### config.mk
export PLATFORM = sky130hd
export DESIGN_NAME = diverging_value_color_map
export DESIGN_NICKNAME = d
export VERILOG_FILES = /design/src/design/dvcm_pkg.sv /design/src/design/dvcm_prep.sv /design/src/design/dvcm_div_cell.sv /design/src/design/dvcm_color.sv /design/src/design/diverging_value_color_map.sv
export SDC_FILE = /design/constraint.sdc
export NUM_CORES = 2
export LEC_CHECK = 0
export BUFFER_PORTS_ARGS = -buffer_cell sky130_fd_sc_hd__buf_2
export CORE_UTILIZATION = 39
export CTS_CLUSTER_DIAMETER = 200
export DETAILED_ROUTE_END_ITERATION = 16
export SYNTH_ARGS = -nofsm -noshare
export SYNTH_HDL_FRONTEND = slang
export SYNTH_HIERARCHICAL = 1
export SYNTH_SLANG_ARGS = --single-unit
export TNS_END_PERCENT = 100
### constraint.sdc
create_clock -name i_clk -period 14.8 [get_ports i_clk]
set_input_delay 2.22 -clock i_clk [delete_from_list [all_inputs] [get_ports i_clk]]
set_output_delay 2.22 -clock i_clk [all_outputs]
set_load 0.01 [all_outputs]
### src/design/dvcm_pkg.sv
// shared types and constants for the diverging value colour map
// no dependencies
package dvcm_pkg;

    localparam int DEF_VALUE_BITS   = 32;
    localparam int DEF_CHANNEL_BITS = 8;
    localparam int CFG_INDEX_BITS   = 1;

    typedef enum logic [CFG_INDEX_BITS-1:0] {
        REG_NEG_LIMIT = 1'b0,
        REG_POS_LIMIT = 1'b1
    } t_reg_index;

    // sideband that travels with an item down the divider chain
    typedef struct packed {
        logic neg;          // sample was negative
        logic force_s;      // ratio is settled without dividing
        logic force_full;   // settled ratio is full scale, else zero
    } t_side;

endpackage

### src/design/dvcm_prep.sv
// front end: limit select, magnitudes, special cases and the scaled dividend
// depends on dvcm_pkg
module dvcm_prep import dvcm_pkg::*; #(
    parameter int VALUE_BITS   = DEF_VALUE_BITS,
    parameter int CHANNEL_BITS = DEF_CHANNEL_BITS,
    localparam int QB          = CHANNEL_BITS + 2,
    localparam int PW          = VALUE_BITS + CHANNEL_BITS + 2
) (
    input  logic                         i_clk,
    input  logic                         i_rst_n,
    input  logic signed [VALUE_BITS-1:0] i_neg_limit,
    input  logic signed [VALUE_BITS-1:0] i_pos_limit,
    input  logic                         i_valid,
    output logic                         o_ready,
    input  logic signed [VALUE_BITS-1:0] i_sample,
    output logic                         o_valid,
    input  logic                         i_ready,
    output t_side                        o_side,
    output logic [VALUE_BITS-1:0]        o_rem,
    output logic [VALUE_BITS-1:0]        o_div,
    output logic [QB-1:0]                o_low
);

    // stage a: magnitudes and sign checks
    logic                  r_va;
    logic                  r_neg;
    logic                  r_zero_lim;
    logic                  r_clear;
    logic [VALUE_BITS-1:0] r_nv;
    logic [VALUE_BITS-1:0] r_nl;
    logic                  ready_a;

    // stage b: compare and scaled dividend
    logic                  r_vb;
    t_side                 r_side;
    logic [VALUE_BITS-1:0] r_rem;
    logic [VALUE_BITS-1:0] r_div;
    logic [QB-1:0]         r_low;
    logic                  ready_b;

    logic [VALUE_BITS-1:0] sample_u;
    logic [VALUE_BITS-1:0] lim_u;
    logic                  sample_neg;
    logic                  ge;
    logic [PW-1:0]         prod;
    t_side                 n_side;

    assign ready_b = !r_vb || i_ready;
    assign ready_a = !r_va || ready_b;
    assign o_ready = ready_a;

    always_comb begin
        sample_u   = i_sample;
        sample_neg = sample_u[VALUE_BITS-1];
        lim_u      = sample_neg ? i_neg_limit : i_pos_limit;
    end

    always_ff @(posedge i_clk) begin
        if (!i_rst_n) begin
            r_va <= 1'b0;
        end else if (ready_a) begin
            r_va <= i_valid;
        end
    end

    always_ff @(posedge i_clk) begin
        if (ready_a && i_valid) begin
            r_neg      <= sample_neg;
            r_zero_lim <= (lim_u == '0);
            r_clear    <= (sample_u == '0) || (sample_neg != lim_u[VALUE_BITS-1]);
            r_nv       <= sample_neg ? (~sample_u + 1'b1) : sample_u;
            r_nl       <= lim_u[VALUE_BITS-1] ? (~lim_u + 1'b1) : lim_u;
        end
    end

    // times 4*(2^CHANNEL_BITS - 1), done as two shifts and a subtract
    always_comb begin
        ge   = (r_nv >= r_nl);
        prod = (PW'(r_nv) << (CHANNEL_BITS + 2)) - (PW'(r_nv) << 2);
        n_side.neg        = r_neg;
        n_side.force_s    = r_zero_lim || r_clear || ge;
        n_side.force_full = r_zero_lim || (!r_clear && ge);
    end

    always_ff @(posedge i_clk) begin
        if (!i_rst_n) begin
            r_vb <= 1'b0;
        end else if (ready_b) begin
            r_vb <= r_va;
        end
    end

    always_ff @(posedge i_clk) begin
        if (ready_b && r_va) begin
            r_side <= n_side;
            r_rem  <= prod[PW-1:QB];
            r_low  <= prod[QB-1:0];
            r_div  <= r_nl;
        end
    end

    assign o_valid = r_vb;
    assign o_side  = r_side;
    assign o_rem   = r_rem;
    assign o_div   = r_div;
    assign o_low   = r_low;

endmodule

### src/design/dvcm_div_cell.sv
// one restoring division step: brings down a dividend bit, yields a quotient bit
// depends on dvcm_pkg
module dvcm_div_cell import dvcm_pkg::*; #(
    parameter int VALUE_BITS = DEF_VALUE_BITS,
    parameter int QB         = DEF_CHANNEL_BITS + 2
) (
    input  logic                  i_clk,
    input  logic                  i_rst_n,
    input  logic                  i_valid,
    output logic                  o_ready,
    input  t_side                 i_side,
    input  logic [VALUE_BITS-1:0] i_rem,
    input  logic [VALUE_BITS-1:0] i_div,
    input  logic [QB-1:0]         i_low,
    input  logic [QB-1:0]         i_quot,
    output logic                  o_valid,
    input  logic                  i_ready,
    output t_side                 o_side,
    output logic [VALUE_BITS-1:0] o_rem,
    output logic [VALUE_BITS-1:0] o_div,
    output logic [QB-1:0]         o_low,
    output logic [QB-1:0]         o_quot
);

    logic                  r_valid;
    t_side                 r_side;
    logic [VALUE_BITS-1:0] r_rem;
    logic [VALUE_BITS-1:0] r_div;
    logic [QB-1:0]         r_low;
    logic [QB-1:0]         r_quot;

    logic [VALUE_BITS:0]   trial;
    logic [VALUE_BITS:0]   diff;
    logic                  qbit;
    logic [VALUE_BITS-1:0] n_rem;
    logic                  up_ready;

    assign up_ready = !r_valid || i_ready;
    assign o_ready  = up_ready;

    // remainder stays below the divisor, so the result fits back in VALUE_BITS
    always_comb begin
        trial = {i_rem, i_low[QB-1]};
        diff  = trial - {1'b0, i_div};
        qbit  = (trial >= {1'b0, i_div});
        n_rem = qbit ? diff[VALUE_BITS-1:0] : trial[VALUE_BITS-1:0];
    end

    always_ff @(posedge i_clk) begin
        if (!i_rst_n) begin
            r_valid <= 1'b0;
        end else if (up_ready) begin
            r_valid <= i_valid;
        end
    end

    always_ff @(posedge i_clk) begin
        if (up_ready && i_valid) begin
            r_side <= i_side;
            r_rem  <= n_rem;
            r_div  <= i_div;
            r_low  <= {i_low[QB-2:0], 1'b0};
            r_quot <= {i_quot[QB-2:0], qbit};
        end
    end

    assign o_valid = r_valid;
    assign o_side  = r_side;
    assign o_rem   = r_rem;
    assign o_div   = r_div;
    assign o_low   = r_low;
    assign o_quot  = r_quot;

endmodule

### src/design/dvcm_color.sv
// rounding of the ratio and hue sector mapping into the output register
// depends on dvcm_pkg
module dvcm_color import dvcm_pkg::*; #(
    parameter int CHANNEL_BITS = DEF_CHANNEL_BITS,
    localparam int QB          = CHANNEL_BITS + 2
) (
    input  logic                    i_clk,
    input  logic                    i_rst_n,
    input  logic                    i_valid,
    output logic                    o_ready,
    input  t_side                   i_side,
    input  logic [QB-1:0]           i_quot,
    output logic                    o_valid,
    input  logic                    i_ready,
    output logic [CHANNEL_BITS-1:0] o_red,
    output logic [CHANNEL_BITS-1:0] o_green,
    output logic [CHANNEL_BITS-1:0] o_blue
);

    localparam logic [CHANNEL_BITS:0] CMAX   = {1'b0, {CHANNEL_BITS{1'b1}}};
    localparam logic [CHANNEL_BITS:0] KSCALE = {{CHANNEL_BITS{1'b1}}, 1'b0};

    logic                    r_valid;
    logic [CHANNEL_BITS-1:0] r_red;
    logic [CHANNEL_BITS-1:0] r_green;
    logic [CHANNEL_BITS-1:0] r_blue;

    logic [QB:0]             quot_inc;
    logic [CHANNEL_BITS:0]   s;
    logic [CHANNEL_BITS:0]   s_rest;
    logic [CHANNEL_BITS-1:0] n_red;
    logic [CHANNEL_BITS-1:0] n_green;
    logic [CHANNEL_BITS-1:0] n_blue;
    logic                    up_ready;

    assign up_ready = !r_valid || i_ready;
    assign o_ready  = up_ready;

    // quotient carries one extra fraction bit: add one and halve to round half up
    always_comb begin
        quot_inc = {1'b0, i_quot} + 1'b1;
        if (i_side.force_s) begin
            s = i_side.force_full ? KSCALE : '0;
        end else begin
            s = quot_inc[CHANNEL_BITS+1:1];
        end
        s_rest = KSCALE - s;
        if (!i_side.neg) begin
            n_blue = '0;
            if (s >= CMAX) begin
                n_red   = CMAX[CHANNEL_BITS-1:0];
                n_green = s_rest[CHANNEL_BITS-1:0];
            end else begin
                n_red   = s[CHANNEL_BITS-1:0];
                n_green = CMAX[CHANNEL_BITS-1:0];
            end
        end else begin
            n_red = '0;
            if (s <= CMAX) begin
                n_green = CMAX[CHANNEL_BITS-1:0];
                n_blue  = s[CHANNEL_BITS-1:0];
            end else begin
                n_green = s_rest[CHANNEL_BITS-1:0];
                n_blue  = CMAX[CHANNEL_BITS-1:0];
            end
        end
    end

    always_ff @(posedge i_clk) begin
        if (!i_rst_n) begin
            r_valid <= 1'b0;
        end else if (up_ready) begin
            r_valid <= i_valid;
        end
    end

    always_ff @(posedge i_clk) begin
        if (up_ready && i_valid) begin
            r_red   <= n_red;
            r_green <= n_green;
            r_blue  <= n_blue;
        end
    end

    assign o_valid = r_valid;
    assign o_red   = r_red;
    assign o_green = r_green;
    assign o_blue  = r_blue;

endmodule

### src/design/diverging_value_color_map.sv
// top level of the diverging value colour map: limit registers, front end,
// divider cell chain and colour stage; depends on dvcm_pkg and all dvcm_ modules
//
//  channel   direction  handshake                 payload
//  in        sink       i_in_valid / o_in_ready   i_sample_value
//  out       source     o_out_valid / i_out_ready o_red, o_green, o_blue
//  cfg       sink       i_cfg_we (no wait)        i_cfg_index, i_cfg_data
//
// one item per cycle while the output is not stalled; two front-end stages,
// one divider cell per quotient bit (CHANNEL_BITS + 2 cells), one output stage
// every stage holds its own item, so bubbles close up while the output stalls
// synchronous active-low reset empties the chain and clears both limits to zero
module diverging_value_color_map import dvcm_pkg::*; #(
    parameter int VALUE_BITS   = DEF_VALUE_BITS,
    parameter int CHANNEL_BITS = DEF_CHANNEL_BITS
) (
    input  logic                          i_clk,
    input  logic                          i_rst_n,
    input  logic                          i_cfg_we,
    input  logic [CFG_INDEX_BITS-1:0]     i_cfg_index,
    input  logic signed [VALUE_BITS-1:0]  i_cfg_data,
    input  logic                          i_in_valid,
    output logic                          o_in_ready,
    input  logic signed [VALUE_BITS-1:0]  i_sample_value,
    output logic                          o_out_valid,
    input  logic                          i_out_ready,
    output logic [CHANNEL_BITS-1:0]       o_red,
    output logic [CHANNEL_BITS-1:0]       o_green,
    output logic [CHANNEL_BITS-1:0]       o_blue
);

    localparam int QB = CHANNEL_BITS + 2;
    localparam logic [CHANNEL_BITS-1:0] CMAX = {CHANNEL_BITS{1'b1}};

    logic signed [VALUE_BITS-1:0] r_neg_limit;
    logic signed [VALUE_BITS-1:0] r_pos_limit;

    always_ff @(posedge i_clk) begin
        if (!i_rst_n) begin
            r_neg_limit <= '0;
            r_pos_limit <= '0;
        end else if (i_cfg_we) begin
            case (t_reg_index'(i_cfg_index))
                REG_NEG_LIMIT: r_neg_limit <= i_cfg_data;
                REG_POS_LIMIT: r_pos_limit <= i_cfg_data;
                default: ;
            endcase
        end
    end

    // links between the cells, element k feeds cell k
    logic                  c_valid [0:QB];
    logic                  c_ready [0:QB];
    t_side                 c_side  [0:QB];
    logic [VALUE_BITS-1:0] c_rem   [0:QB];
    logic [VALUE_BITS-1:0] c_div   [0:QB];
    logic [QB-1:0]         c_low   [0:QB];
    logic [QB-1:0]         c_quot  [0:QB];

    dvcm_prep #(
        .VALUE_BITS   (VALUE_BITS),
        .CHANNEL_BITS (CHANNEL_BITS)
    ) u_prep (
        .i_clk       (i_clk),
        .i_rst_n     (i_rst_n),
        .i_neg_limit (r_neg_limit),
        .i_pos_limit (r_pos_limit),
        .i_valid     (i_in_valid),
        .o_ready     (o_in_ready),
        .i_sample    (i_sample_value),
        .o_valid     (c_valid[0]),
        .i_ready     (c_ready[0]),
        .o_side      (c_side[0]),
        .o_rem       (c_rem[0]),
        .o_div       (c_div[0]),
        .o_low       (c_low[0])
    );

    assign c_quot[0] = '0;

    for (genvar k = 0; k < QB; k++) begin : g_cell
        dvcm_div_cell #(
            .VALUE_BITS (VALUE_BITS),
            .QB         (QB)
        ) u_cell (
            .i_clk   (i_clk),
            .i_rst_n (i_rst_n),
            .i_valid (c_valid[k]),
            .o_ready (c_ready[k]),
            .i_side  (c_side[k]),
            .i_rem   (c_rem[k]),
            .i_div   (c_div[k]),
            .i_low   (c_low[k]),
            .i_quot  (c_quot[k]),
            .o_valid (c_valid[k+1]),
            .i_ready (c_ready[k+1]),
            .o_side  (c_side[k+1]),
            .o_rem   (c_rem[k+1]),
            .o_div   (c_div[k+1]),
            .o_low   (c_low[k+1]),
            .o_quot  (c_quot[k+1])
        );
    end

    dvcm_color #(
        .CHANNEL_BITS (CHANNEL_BITS)
    ) u_color (
        .i_clk   (i_clk),
        .i_rst_n (i_rst_n),
        .i_valid (c_valid[QB]),
        .o_ready (c_ready[QB]),
        .i_side  (c_side[QB]),
        .i_quot  (c_quot[QB]),
        .o_valid (o_out_valid),
        .i_ready (i_out_ready),
        .o_red   (o_red),
        .o_green (o_green),
        .o_blue  (o_blue)
    );

`ifndef ASSERT_OFF
    // red and blue sit on opposite halves of the map
    a_red_blue_apart: assert property (@(posedge i_clk) disable iff (!i_rst_n)
        o_out_valid |-> (o_red == '0 || o_blue == '0))
        else $error("red and blue both lit");

    // full saturation and value: some channel is always at full scale
    a_one_full: assert property (@(posedge i_clk) disable iff (!i_rst_n)
        o_out_valid |-> (o_red == CMAX || o_green == CMAX || o_blue == CMAX))
        else $error("no channel at full scale");

    // reset empties the chain
    a_reset_empty: assert property (@(posedge i_clk)
        !i_rst_n |=> !o_out_valid)
        else $error("item left after reset");
`endif

endmodule

**Word level (Yosys, flattened, before mapping)**

Cells that the tools add are included.

- Flip-flop bits (word level): 951
- Latch bits: 0
- RAM bits: 0
- Bits in read-only memories: 0
- Input bits: 70
- Word-level logic and storage cells: 197
- Memories: 0

- Add/subtract/negate cells: 14
- $mul: 0
- Divide/modulo/power cells: 0
- Order comparisons: 13
- Eq/ne operators: 1
- Shift-type cells: 0
- Muxes and demuxes: 19
- Bitwise gates (word level): 3
- Reductions and logical operators: 49

Operator list:

| cell | number |
|---|---|
| 33-bit by 32-bit greater-or-equal comparator with 1-bit output | 10 |
| 32-bit 2-to-1 mux | 10 |
| 32-bit subtractor | 9 |
| 32-bit by 1-bit adder with 32-bit output, second input constant | 2 |
| 32-bit zero test | 2 |
| 32-bit NOT | 2 |
| 31-bit 2-to-1 mux | 2 |
| 42-bit by 34-bit subtractor with 42-bit output | 1 |
| 8-bit 2-to-1 mux | 5 |
| 32-bit greater-or-equal comparator | 1 |
| 9-bit 2-to-1 mux | 2 |
| 1-bit logical OR | 17 |
| 1-bit logical AND | 14 |
| 1-bit zero test | 14 |
| 10-bit by 1-bit adder with 10-bit output, second input constant | 1 |
| 9-bit by 8-bit greater-or-equal comparator with 1-bit output, second input constant | 1 |
| 9-bit by 8-bit less-or-equal comparator with 1-bit output, second input constant | 1 |
| 8-bit subtractor, first input constant | 1 |
| 2-bit AND reduction | 2 |
| 1-bit inequality test | 1 |
| 1-bit NOT | 1 |

**Longest topological paths before layout**

- Word-level depth: 15
- Gate-level depth with buffers: 14

**Hierarchy**

The synthesis kept the hierarchy.

By module, submodules not included:

| module | instances | cells an instance | area an instance (µm²) | sequential area each (µm²) |
|---|---|---|---|---|
| dvcm_div_cell at g_cell[0].u_cell ... | 7 | 437 | 5014.8 | 2602.5 |
| dvcm_div_cell at g_cell[4].u_cell ... | 2 | 452 | 4964.8 | 2602.5 |
| dvcm_prep | 1 | 837 | 8991.1 | 4304.1 |
| dvcm_div_cell at g_cell[5].u_cell | 1 | 434 | 4825.9 | 2602.5 |
| diverging_value_color_map | 1 | 246 | 2442.3 | 1281.2 |
| dvcm_color | 1 | 146 | 1575.3 | 740.7 |

**Worst setup path after synthesis**

OpenSTA, ideal clock, no wires.

- Path kind: input -> register
- Start: input port i_out_ready
- End: register u_prep.r_div[0], in the netlist u_prep/o_div[0], enable pin
- Arrival time: 6.892 ns
- Required time: 14.282 ns
- Slack: 7.390 ns
- Stages: 13
- Path buffers: 0
- Cells stage by stage: nand2b_1 nand2b_1 nand2b_1 nand2b_1 nand2b_1 nand2b_1 nand2b_1 nand2b_1 nand2b_1 nand2b_1 nand2b_1 nor2b_1 nor2b_1

RTL lines:

| element | line | RTL |
|---|---|---|
| start, declared | diverging_value_color_map.sv:26 | `input logic i_out_ready,` |
| end signal, assigned | dvcm_prep.sv:98 | `r_div <= r_nl;` |
| end, declared | dvcm_prep.sv:37 | `logic [VALUE_BITS-1:0] r_div;` |

==> results.py <==
metrics = {
    "logic_synthesis": {
        "syn_avg_cell_area_sq_um": 10.84,
        "syn_area_sq_mm": 0.05676,
        "synthCells": 5237,
        "yosysWarnings": 6,
    },
    "floorplan": {
        "die_h_microns": 383.5,
        "ioPinCount": 96,
        "start_util_pct": 39.41,
        "rows": 139,
        "coreArea_sq_mm": 0.1440,
        "fp.dieW_microns": 383.5,
        "die_area_sq_mm": 0.1471,
    },
    "worst_setup_path": {
        "start_kind": "input port",
        "reg2reg_from": "g_cell[2].u_cell/o_rem[28]$_DFFE_PP_",
        "arrival_ns": 4.85,
        "cp_max_fo": 4,
        "r2r_slack_ns": 10.52,
        "reg2regPathDepth": 9,
        "crit_type": "input port to output pin",
        "cp-end-kind": "output pin",
        "crit_required_ns": 12.58,
        "r2r-end": "g_cell[3].u_cell/o_rem[6]$_DFFE_PP_",
    },
    "timing": {
        "worstMarginPinSlew_ns": 1.082,
        "post-route-period-util_pct": 47.75,
        "post-route-min-period_ns": 7.067,
        "finalSetupViolations": 0,
        "skew_ns": 0.02236,
        "tns_ns": 0,
        "final_hold_viol_count": 0,
        "slew-limit-headroom_pct": 26.82,
        "fmax_mhz": 141.5,
        "finalMaxSlewViolations": 0,
        "rsz0062_at_grt": "false",
    },
    "route": {
        "drc_errors": 0,
        "first_iter_violations": 1900,
        "wl_met3_microns": 3868,
        "vias": 37980,
        "wl_met1_microns": 51260,
        "wire_per_inst_microns": 17.29,
        "via_per_inst": 5.247,
        "met2RoutedLength_microns": 62720,
        "first_pass_iters": 5,
        "wirelength_microns": 125200,
        "dr.max_layer_used": "met4",
        "ant_nets": 0,
    },
    "clocking": {
        "ctsLongestPathBuffers": 3,
        "cts.sinks": 949,
        "insertion_delay_ns": 0.70,
        "postCtsHoldBufs": 0,
        "cts_resized": 0,
        "root_buffer": "clkbuf_16",
        "cts.clk_slew.worst_paths_ns": 0.06,
        "cts-htree-levels": 3,
        "cts_tree": "built",
        "cts_buffers": 105,
        "postCtsSetupRepairBufs": 0,
    },
    "global_routing": {
        "grt_pass1_vias": 37620,
        "grt_overflow": 0,
        "grt_max_degree": 110,
        "grt_pass1_wl_microns": 198700,
        "grt_use_total_pct": 16.82,
        "antenna_found_initial": 1,
    },
    "power_and_ir_drop": {
        "irDropWorstVdd_v": 0.00008697,
        "power_mw": 6.217,
        "powerDensity_mw_per_mm2": 100.7,
        "leakage_nw": 23.69,
    },
    "place": {
        "place.gp.congestion": 0.9109,
        "dp_hpwl_microns": 98110,
        "port_buffers": 95,
    },
    "flow_run": {
        "max-cap-violations": 0,
    },
    "hold_path": {
        "min_from": "g_cell[4].u_cell/o_side[0]$_DFFE_PP_",
        "whs_endpoint": "g_cell[5].u_cell/o_side[0]$_DFFE_PP_",
        "hold_path_depth": 0,
        "holdCritPathClass": "flip-flop to flip-flop",
    },
    "finish": {
        "fin_util_pct": 42.85,
        "fillers": 13540,
        "seqCellArea_sq_mm": 0.02773,
        "areaGrowthSynthToFinish_pct": 8.727,
        "drive_gt1_share_pct": 11.83,
        "nets": 5708,
        "multi_input_area_sq_mm": 0.02582,
    },
    "status": {
        "status": "completed",
    },
}
[metrics by stage]
stage               setup WS, ns  area (sq um)  std cells  hold slack (ns)
floorplan                  7.390         56760       5238           0.4003
global placement           7.680         58330       7043           0.4013
detailed placement         7.749         58330       7043           0.4045
CTS                        7.700         61710       7238           0.4133
global route               7.439         61710       7238           0.4077
finish                     7.733         61710       7239           0.4115
[worst max-delay path, cell delays in order]
cell	delay, ns
buf_2	0.09
nand2b_1	0.15
nand2b_1	0.18
nand2b_1	0.18
nand2b_1	0.18
nand2b_1	0.18
nand2b_1	0.18
nand2b_1	0.17
nand2b_1	0.18
nand2b_1	0.19
nand2b_1	0.18
nand2b_1	0.18
nor2b_1	0.33
nand2_1	0.11
buf_2	0.15
[flip-flops by register name, summed over array words and instances (netlist names), 3 cells and up]
| name | flops |
|---|---|
| u_prep/r_nv | 32 |
| g_cell.u_cell/o_rem | 288 |
| r_pos_limit | 32 |
| g_cell.u_cell/o_valid | 10 |
| u_color/o_red | 8 |
| u_prep/o_rem | 32 |
| g_cell.u_cell/o_div | 288 |
| r_neg_limit | 32 |
| g_cell.u_cell/o_quot | 55 |
| u_prep/r_nl | 32 |
| u_prep/o_div | 32 |
| u_prep/o_side | 3 |
| g_cell.u_cell/o_side | 30 |
| g_cell.u_cell/o_low | 45 |
| u_color/o_blue | 8 |
| u_prep/o_low | 8 |
| u_color/o_green | 8 |
[layer usage]
| layer | vias to the layer above | global-route usage (%) |
|---|---|---|
| met2 | 756 | 30.31 |
| met1 | 17820 | 19.02 |
| met3 | 293 | 2.292 |
| li1 | 19110 | - |
| met4 | 0 | 9.422 |
| met5 | - | 0 |
[worst max-delay path by stage]
stage / slack [ns] / endpoint / cells past startpoint / start
floorplan: 7.39 / u_prep/o_div[0]$_DFFE_PP_ / 13 / i_out_ready
global placement: 7.68 / o_in_ready / 15 / i_out_ready
detailed placement: 7.75 / o_in_ready / 15 / i_out_ready
CTS: 7.70 / o_in_ready / 15 / i_out_ready
global route: 7.44 / o_in_ready / 15 / i_out_ready
finish: 7.73 / o_in_ready / 15 / i_out_ready
[layout make-up]
cell class                      count  share of cell area, %
Clock inverter                     62                 0.8434
Clock buffer                      133                  4.627
Tap cell                         1903                  3.858
Multi-Input combinational cell   3607                  41.84
Antenna cell                        1               0.004055
Sequential cell                   949                  44.93
Timing Repair Buffer              119                  1.071
Inverter                          465                  2.828
[layout by cell type, fill, tap and decap left out, drive strengths merged, types with 39 or more instances in the layout]
master and n:
dfxtp 77, nand3 99, inv 467, a211oi 40, buf 119, xor2 131, nor2 374, xnor2 210
a21oi 575, nand4 100, nand2b 63, and2 41, ha 382, mux2i 94, edfxtp 872, o21a 72
nand2 411, nor4 39, o21ai 209, clkbuf 133, o211ai 55, mux2 101, clkinv 45, a21o 126
nor3 50, o31ai 41
[power by group]
part	internal (mW)	switching, mW
logic	0.259	0.375
registers	2.99	0.0624
clock network	1.47	1.06
total	4.72	1.50
Power figures use the tool's default switching activity.
